`src/sv/sxfd_pkg.sv`:
```
package sxfd_pkg;

    localparam int MOTOR_COUNT_CFG = 4;
    localparam int MOTOR_COUNT = (MOTOR_COUNT_CFG > 4) ? 4 :
                                 ((MOTOR_COUNT_CFG < 0) ? 0 : MOTOR_COUNT_CFG);

    localparam logic [7:0] SYNC_BYTE  = 8'hA5;
    localparam int         PACKET_LEN = 20;
    localparam int         POS_W      = 5;
    localparam logic [POS_W-1:0] POS_HUNT = POS_W'(0);
    localparam logic [POS_W-1:0] POS_LAST = POS_W'(PACKET_LEN - 1);

    localparam int DATA_BYTES = PACKET_LEN - 2;
    localparam int FRAME_W    = 16 + 4 * 32;

    localparam logic [FRAME_W-1:0] SPEED_UNUSED_MASK = {FRAME_W{1'b1}} << (16 + 32 * MOTOR_COUNT);

    localparam int QUEUE_DEPTH = 4;
    localparam int QPTR_W      = $clog2(QUEUE_DEPTH);
    localparam int QCNT_W      = $clog2(QUEUE_DEPTH + 1);

    typedef enum logic {
        CMD_DATA   = 1'b0,
        CMD_COMMIT = 1'b1
    } t_cmd_kind;

    typedef struct packed {
        t_cmd_kind  kind;
        logic [7:0] data;
    } t_cmd;

endpackage

```
`src/sv/sxfd_front.sv`:
```
module sxfd_front
    import sxfd_pkg::*;
(
    input  logic       i_clk,
    input  logic       i_rst_n,
    input  logic       i_valid,
    input  logic [7:0] i_byte,
    input  logic       i_room,
    output logic       o_ready,
    output logic       o_push,
    output t_cmd       o_cmd
);

    logic [POS_W-1:0] r_pos;
    logic [POS_W-1:0] n_pos;
    logic [7:0]       r_csum;
    logic [7:0]       n_csum;
    logic             w_take;
    logic             w_hunt;

    assign o_ready = i_room;
    assign w_take  = i_valid && i_room;
    assign w_hunt  = (r_pos == POS_HUNT) || (r_pos > POS_LAST);

    always_comb begin
        n_pos      = r_pos;
        n_csum     = r_csum;
        o_push     = 1'b0;
        o_cmd.kind = CMD_DATA;
        o_cmd.data = i_byte;
        if (w_take) begin
            priority if (w_hunt) begin
                if (i_byte == SYNC_BYTE) begin
                    n_pos  = POS_W'(1);
                    n_csum = i_byte;
                end else begin
                    n_pos = POS_HUNT;
                end
            end else if (r_pos == POS_LAST) begin
                n_pos      = POS_HUNT;
                n_csum     = 8'h00;
                o_push     = (r_csum == i_byte);
                o_cmd.kind = CMD_COMMIT;
            end else begin
                n_pos  = r_pos + POS_W'(1);
                n_csum = r_csum ^ i_byte;
                o_push = 1'b1;
            end
        end
    end

    always_ff @(posedge i_clk) begin
        if (!i_rst_n) begin
            r_pos  <= POS_HUNT;
            r_csum <= 8'h00;
        end else begin
            r_pos  <= n_pos;
            r_csum <= n_csum;
        end
    end

endmodule

```
`src/sv/sxfd_queue.sv`:
```
module sxfd_queue
    import sxfd_pkg::*;
(
    input  logic i_clk,
    input  logic i_rst_n,
    input  logic i_push,
    input  t_cmd i_cmd,
    output logic o_room,
    output logic o_avail,
    output t_cmd o_cmd,
    input  logic i_pop
);

    t_cmd              r_mem [QUEUE_DEPTH];
    logic [QPTR_W-1:0] r_wptr;
    logic [QPTR_W-1:0] r_rptr;
    logic [QCNT_W-1:0] r_cnt;
    logic              w_pop;

    assign o_room  = (r_cnt != QCNT_W'(QUEUE_DEPTH));
    assign o_avail = (r_cnt != QCNT_W'(0));
    assign o_cmd   = r_mem[r_rptr];
    assign w_pop   = i_pop && o_avail;

    always_ff @(posedge i_clk) begin
        if (i_push) begin
            r_mem[r_wptr] <= i_cmd;
        end
    end

    always_ff @(posedge i_clk) begin
        if (!i_rst_n) begin
            r_wptr <= '0;
            r_rptr <= '0;
            r_cnt  <= '0;
        end else begin
            if (i_push) begin
                r_wptr <= r_wptr + QPTR_W'(1);
            end
            if (w_pop) begin
                r_rptr <= r_rptr + QPTR_W'(1);
            end
            r_cnt <= r_cnt + QCNT_W'(i_push) - QCNT_W'(w_pop);
        end
    end

endmodule

```
`src/sv/sxfd_back.sv`:
```
module sxfd_back
    import sxfd_pkg::*;
(
    input  logic               i_clk,
    input  logic               i_rst_n,
    input  logic               i_avail,
    input  t_cmd               i_cmd,
    output logic               o_pop,
    output logic               o_valid,
    input  logic               i_ready,
    output logic [FRAME_W-1:0] o_data
);

    logic [7:0]         r_pkt [DATA_BYTES];
    logic [FRAME_W-1:0] r_frame;
    logic [FRAME_W-1:0] w_frame;
    logic               r_valid;
    logic               w_free;
    logic               w_load;

    assign w_free  = !r_valid || i_ready;
    assign o_pop   = i_avail && ((i_cmd.kind == CMD_DATA) || w_free);
    assign w_load  = o_pop && (i_cmd.kind == CMD_COMMIT);
    assign o_valid = r_valid;
    assign o_data  = r_frame;

    always_comb begin
        w_frame        = '0;
        w_frame[15:0]  = {r_pkt[1], r_pkt[0]};
        for (int m = 0; m < MOTOR_COUNT; m++) begin
            w_frame[16 + 32*m +: 32] = {r_pkt[2 + 4*m + 3], r_pkt[2 + 4*m + 2],
                                        r_pkt[2 + 4*m + 1], r_pkt[2 + 4*m]};
        end
    end

    always_ff @(posedge i_clk) begin
        if (o_pop && (i_cmd.kind == CMD_DATA)) begin
            for (int i = 0; i < DATA_BYTES - 1; i++) begin
                r_pkt[i] <= r_pkt[i + 1];
            end
            r_pkt[DATA_BYTES - 1] <= i_cmd.data;
        end
        if (w_load) begin
            r_frame <= w_frame;
        end
    end

    always_ff @(posedge i_clk) begin
        if (!i_rst_n) begin
            r_valid <= 1'b0;
        end else if (w_load) begin
            r_valid <= 1'b1;
        end else if (i_ready) begin
            r_valid <= 1'b0;
        end
    end

endmodule

```
`src/sv/sync_xor_frame_deframer.sv`:
```
// Takes one received byte per transfer and drops bytes until the sync byte 0xA5, then
// collects a 20-byte packet whose last byte must equal the XOR of the 19 bytes before it
// (sync included); a sync byte inside a packet is plain data. A good packet yields one
// frame transfer; a bad one is dropped and hunting restarts with the next byte. One byte
// is taken every cycle: the front tracks position and checksum as bytes are taken, and a
// four-entry queue feeds the back end, which assembles the frame into an output register,
// so the input stalls only when that queue fills behind a held frame. The last byte of a
// good packet queues a commit entry, and the frame is loaded into the output register once
// that entry reaches the head of the queue and the register is free.
module sync_xor_frame_deframer
    import sxfd_pkg::*;
(
    input  logic               i_clk,
    input  logic               i_rst_n,
    input  logic               i_s_axis_tvalid,
    output logic               o_s_axis_tready,
    input  logic [7:0]         i_s_axis_tdata,  // [7:0] rx_byte
    output logic               o_m_axis_tvalid,
    input  logic               i_m_axis_tready,
    output logic [FRAME_W-1:0] o_m_axis_tdata   // [15:0] frame_duration, [47:16] speed_motor0,
                                                // [79:48] speed_motor1, [111:80] speed_motor2,
                                                // [143:112] speed_motor3
);

    logic w_room;
    logic w_push;
    t_cmd w_push_cmd;
    logic w_avail;
    t_cmd w_head_cmd;
    logic w_pop;

    sxfd_front u_front (
        .i_clk   (i_clk),
        .i_rst_n (i_rst_n),
        .i_valid (i_s_axis_tvalid),
        .i_byte  (i_s_axis_tdata),
        .i_room  (w_room),
        .o_ready (o_s_axis_tready),
        .o_push  (w_push),
        .o_cmd   (w_push_cmd)
    );

    sxfd_queue u_queue (
        .i_clk   (i_clk),
        .i_rst_n (i_rst_n),
        .i_push  (w_push),
        .i_cmd   (w_push_cmd),
        .o_room  (w_room),
        .o_avail (w_avail),
        .o_cmd   (w_head_cmd),
        .i_pop   (w_pop)
    );

    sxfd_back u_back (
        .i_clk   (i_clk),
        .i_rst_n (i_rst_n),
        .i_avail (w_avail),
        .i_cmd   (w_head_cmd),
        .o_pop   (w_pop),
        .o_valid (o_m_axis_tvalid),
        .i_ready (i_m_axis_tready),
        .o_data  (o_m_axis_tdata)
    );

endmodule

```
`config.mk`:
```
export PLATFORM = sky130hd
export DESIGN_NAME = sync_xor_frame_deframer
export DESIGN_NICKNAME = d
export VERILOG_FILES = /design/src/sv/sxfd_pkg.sv /design/src/sv/sxfd_front.sv /design/src/sv/sxfd_queue.sv /design/src/sv/sxfd_back.sv /design/src/sv/sync_xor_frame_deframer.sv
export SDC_FILE = /design/constraint.sdc
export NUM_CORES = 1
export LEC_CHECK = 0
export BUFFER_PORTS_ARGS = -buffer_cell sky130_fd_sc_hd__buf_2
export CAP_MARGIN = 30
export CELL_PAD_IN_SITES_DETAIL_PLACEMENT = 1
export CELL_PAD_IN_SITES_GLOBAL_PLACEMENT = 2
export CORE_MARGIN = 1
export CORE_UTILIZATION = 30
export CTS_CLUSTER_SIZE = 8
export DETAILED_ROUTE_END_ITERATION = 7
export PLACE_DENSITY = 0.58
export SETUP_SLACK_MARGIN = 0.3
export SLEW_MARGIN = 40
export SYNTH_ARGS = -nofsm -noshare
export SYNTH_HDL_FRONTEND = slang
export SYNTH_SLANG_ARGS = --single-unit
export TNS_END_PERCENT = 5
```
`constraint.sdc`:
```
create_clock -name i_clk -period 19.5 [get_ports i_clk]
set_input_delay 0.975 -clock i_clk [delete_from_list [all_inputs] [get_ports i_clk]]
set_output_delay 0.975 -clock i_clk [all_outputs]
set_load 0.02 [all_outputs]
```
==> impl_metrics.csv <==
group,metric,value,unit
timing,maxSlewHeadroom,53.7,%
worst_setup_path,rrSetupSlack,16510,ps
final_layout,area.growth.synth_to_final,24.5,%
worst_setup_path,slowest_stage,"dfxtp_1",
clocking,clkSinkCount,347,
min_path,min_delay_path_depth,0,
final_layout,diodes,0,
power_and_ir_drop,vdd.ir_drop.worst,0.0971,mV
clocking,postCtsResizedCells,0,
yosys,synth.top_cells.by_count,"edfxtp_1, dfxtp_1, nand2_1",
worst_setup_path,timing.critical_path.arrival,3410,ps
worst_setup_path,required,19920,ps
clocking,post-cts-setup-buffers,0,
grt,first_global_vias,5436,
power_and_ir_drop,powerDensity,160,nW/um2
min_path,hp-class,"flop to flop",
yosys,synth_largest_area_cell,"edfxtp_1",
power_and_ir_drop,netSwitchingFraction,24.8,%
timing,final-max-slew-violation-count,0,
grt,grt.total_usage,10.6,%
clocking,number_of_levels_the_h_tree_was_split_into,2,
worst_setup_path,critPathMaxStageDelay,690,ps
clocking,clockRootBuffer,"clkbuf_16",
yosys,syn_nets,503,
power_and_ir_drop,sequentialPowerShare,56.4,%
clocking,numCtsBuffers,49,
worst_setup_path,rr_endpoint,"u_queue.r_cnt[2]",
placed_design,detailed_place_hpwl,12.9,mm
power_and_ir_drop,p_comb_share,10.8,%
timing,min_period,2990,ps
timing,totalNegativeSetupSlack,0,ps
yosys,async_reset_ff_share,0,%
worst_setup_path,worst_setup_path_endpoint,"u_queue.r_cnt[2]",
die,die_wd,196,um
clocking,clock_path_buffers,3,
power_and_ir_drop,design_power_total,2.25,mW
clocking,clock_latency,550,ps
worst_setup_path,crit_path_end_kind,"flop",
yosys,yosys-top-cells-area,"edfxtp_1, dfxtp_1, mux4_2",
route,drt_first_pass_iters,4,
yosys,flop_and_latch_count_out_of_synthesis,347,
worst_setup_path,path_delay_family,"adder cells",
clocking,clk_transition_reported_paths,50,ps
die,core,36800,um2
yosys,post_synth_num_cell_types,42,
status,run_status,"completed",
yosys,yosysMostFrequentCell,"edfxtp_1",
yosys,synth_area,11300,um2
placed_design,place.port_buffers,157,
timing,hold_viol_final,0,
timing,tightestPinTransition,690,ps
worst_setup_path,crit_chain,"mux4_2 -> a31oi_4 -> ha_1 -> inv_1 -> ha_1 -> inv_1 -> fa_1 -> xor2_1 -> xnor2_1 -> nor2_1",
clocking,cts_tree,"yes",
die,num_rows,70,
job,timing.max_cap.violations,0,
yosys,synth-edff-count,324,
power_and_ir_drop,leakage,4.91,nW
route,detailedRoute.firstIterationViolations,304,
route,wirelength,20.6,mm
worst_setup_path,worst_setup_start_kind,"flop",
timing,clock-skew-final,19.8,ps
worst_setup_path,rr_worst_depth,10,
die,boundary_pin_count,158,
route,antenna_left,0,
route,vias_per_cell,4.42,
worst_setup_path,critical_path.max_fanout,9,
yosys,synth_warnings,0,
timing,min_period_over_period,15.3,%
final_layout,final_core_utilization,38.2,%
placed_design,weighted_congestion_at_the_end_of_routability_driven_global_placement,0.769,
die,die_h,196,um
power_and_ir_drop,total_switching_power,557,uW
worst_setup_path,worstSetupPathDepth,10,
final_layout,num-nets-final,709,
yosys,syn_area_per_cell,23.4,um2
timing,finalSetupViolCount,0,
grt,maximum_number_of_pins_on_one_net_before_global_route_repair,145,
grt,grt_first_pass_wirelength,31.5,mm
route,remaining_drc_errors,0,
route,wl_per_cell,17.7,um
power_and_ir_drop,share_clk_of_total_power,32.8,%
final_layout,drive_gt1_share,33.0,%
yosys,netlist_instances,482,
timing,grt_setup_unrepaired,"false",
grt,total_congestion_overflow_after_global_routing,0,
timing,achievable-frequency,334,MHz
power_and_ir_drop,p_int,1.69,mW
final_layout,fillCellCount,3587,
clocking,post_cts_hold_buffer_count,0,
yosys,yosysSeqAreaShare,90.4,%
yosys,postSynth.topFlopCell,"edfxtp_1",
grt,number_of_antenna_violations_at_the_first_check_in_global_routing,0,
yosys,synth.top_cell.area_share,86.3,%
worst_setup_path,cp.buffers_inverters,2,
die,design.die.area,38400,um2
route,routed-via-count,5160,
die,initial_core_util,30.6,%
worst_setup_path,setup.worst_path.class,"flop to flop",
==> power groups by stage <==
| stage | sequential, mW | clock (mW) | combinational, mW |
|---|---|---|---|
| 2_1_floorplan | 1.32 | 0 | 0.111 |
| 3_3_place_gp | 1.27 | 0 | 0.232 |
| 3_5_place_dp | 1.29 | 0 | 0.241 |
| 4_1_cts | 1.28 | 0.763 | 0.241 |
| 5_1_grt | 1.30 | 0.788 | 0.265 |
| 6_report | 1.27 | 0.737 | 0.242 |
==> cell type report <==
cell class                      instances  area, um2  share of cell area, %
Tap cell                              468        586                   4.17
Clock inverter                          3       41.3                  0.294
Multi-Input combinational cell        119       1020                   7.29
Clock buffer                           59       1280                   9.15
Inverter                               10       42.5                  0.303
Timing Repair Buffer                  161        872                   6.21
Sequential cell                       347      10200                   72.6
==> sequential cells by signal (all words and copies together) (netlist names), named ones only <==
| signal | count |
|---|---|
| u_back.o_data | 144 |
| u_front.r_pos | 5 |
| u_front.r_csum | 8 |
| u_back.o_valid | 1 |
| u_queue.r_rptr | 2 |
| u_queue.r_mem | 36 |
| u_queue.r_wptr | 2 |
| u_back.r_pkt | 144 |
| u_queue.r_cnt | 3 |
==> metrics by stage <==
stage / worst slack [ps] / hold WS, ps / area (um2) / instances
floorplan: 11820 / 400 / 11300 / 482
global placement: 16260 / 405 / 12700 / 1103
detailed placement: 16360 / 408 / 12700 / 1103
CTS: 16420 / 416 / 14000 / 1165
global route: 16260 / 422 / 14000 / 1167
finish: 16510 / 412 / 14000 / 1167
==> layer usage <==
metal,track usage [%],wire (um),up-vias
li1,-,-,2315
met1,13.4,9030,2651
met2,17.0,9780,156
met3,3.46,1330,38
met4,4.17,475,0
met5,0,0,-
==> placed cells by master, fill, tap and decap left out, types with 2 or more instances in the layout <==
cell type / n
buf_16: 2
xor2_1: 10
nor4_1: 2
nor3_1: 2
nand3_1: 3
buf_2: 157
clkbuf_16: 50
mux4_2: 9
xnor2_1: 2
nor2_1: 9
a21oi_1: 8
clkbuf_1: 9
o21ai_1: 4
or3b_1: 2
nor2_4: 2
and2_1: 5
ha_1: 8
a32o_1: 4
o221a_1: 4
edfxtp_1: 324
nor4bb_1: 2
o21a_1: 4
or3_1: 3
a21o_1: 2
inv_1: 9
nor2b_1: 4
nand2_1: 14
dfxtp_1: 23
mux2i_1: 2
==> worst register-to-register path: cells and delay by family (launching register included) <==
kind,cells,cell delay (ps)
compound gates,1,250
xor+xnor,2,330
fa+ha+maj,3,770
buf+inv,2,110
flops,1,690
mux,1,670
simple gates,1,60
==> worst min path at each step <==
stage / to / startpoint
floorplan: u_back.o_data[0] / u_back.r_pkt[0][0]
global placement: u_back.o_data[1] / u_back.r_pkt[0][1]
detailed placement: u_back.o_data[3] / u_back.r_pkt[0][3]
CTS: u_back.o_data[3] / u_back.r_pkt[0][3]
global route: u_back.o_data[4] / u_back.r_pkt[0][4]
finish: u_back.o_data[4] / u_back.r_pkt[0][4]
==> logic make-up (layout without fill, tap and decap cells) <==
group,after synthesis,count (layout),synth area share (%)
AND/OR/NAND/NOR,52,52,2.49
XOR/XNOR,12,12,0.932
multiplexers,11,11,1.98
AO/OA/AOI/OAI,35,35,2.55
buffers and inverters,16,233,0.610
flip-flops,347,347,90.4
adder cells (fa/ha/maj),9,9,1.07
Note: power is estimated with default switching activity, not from simulation.
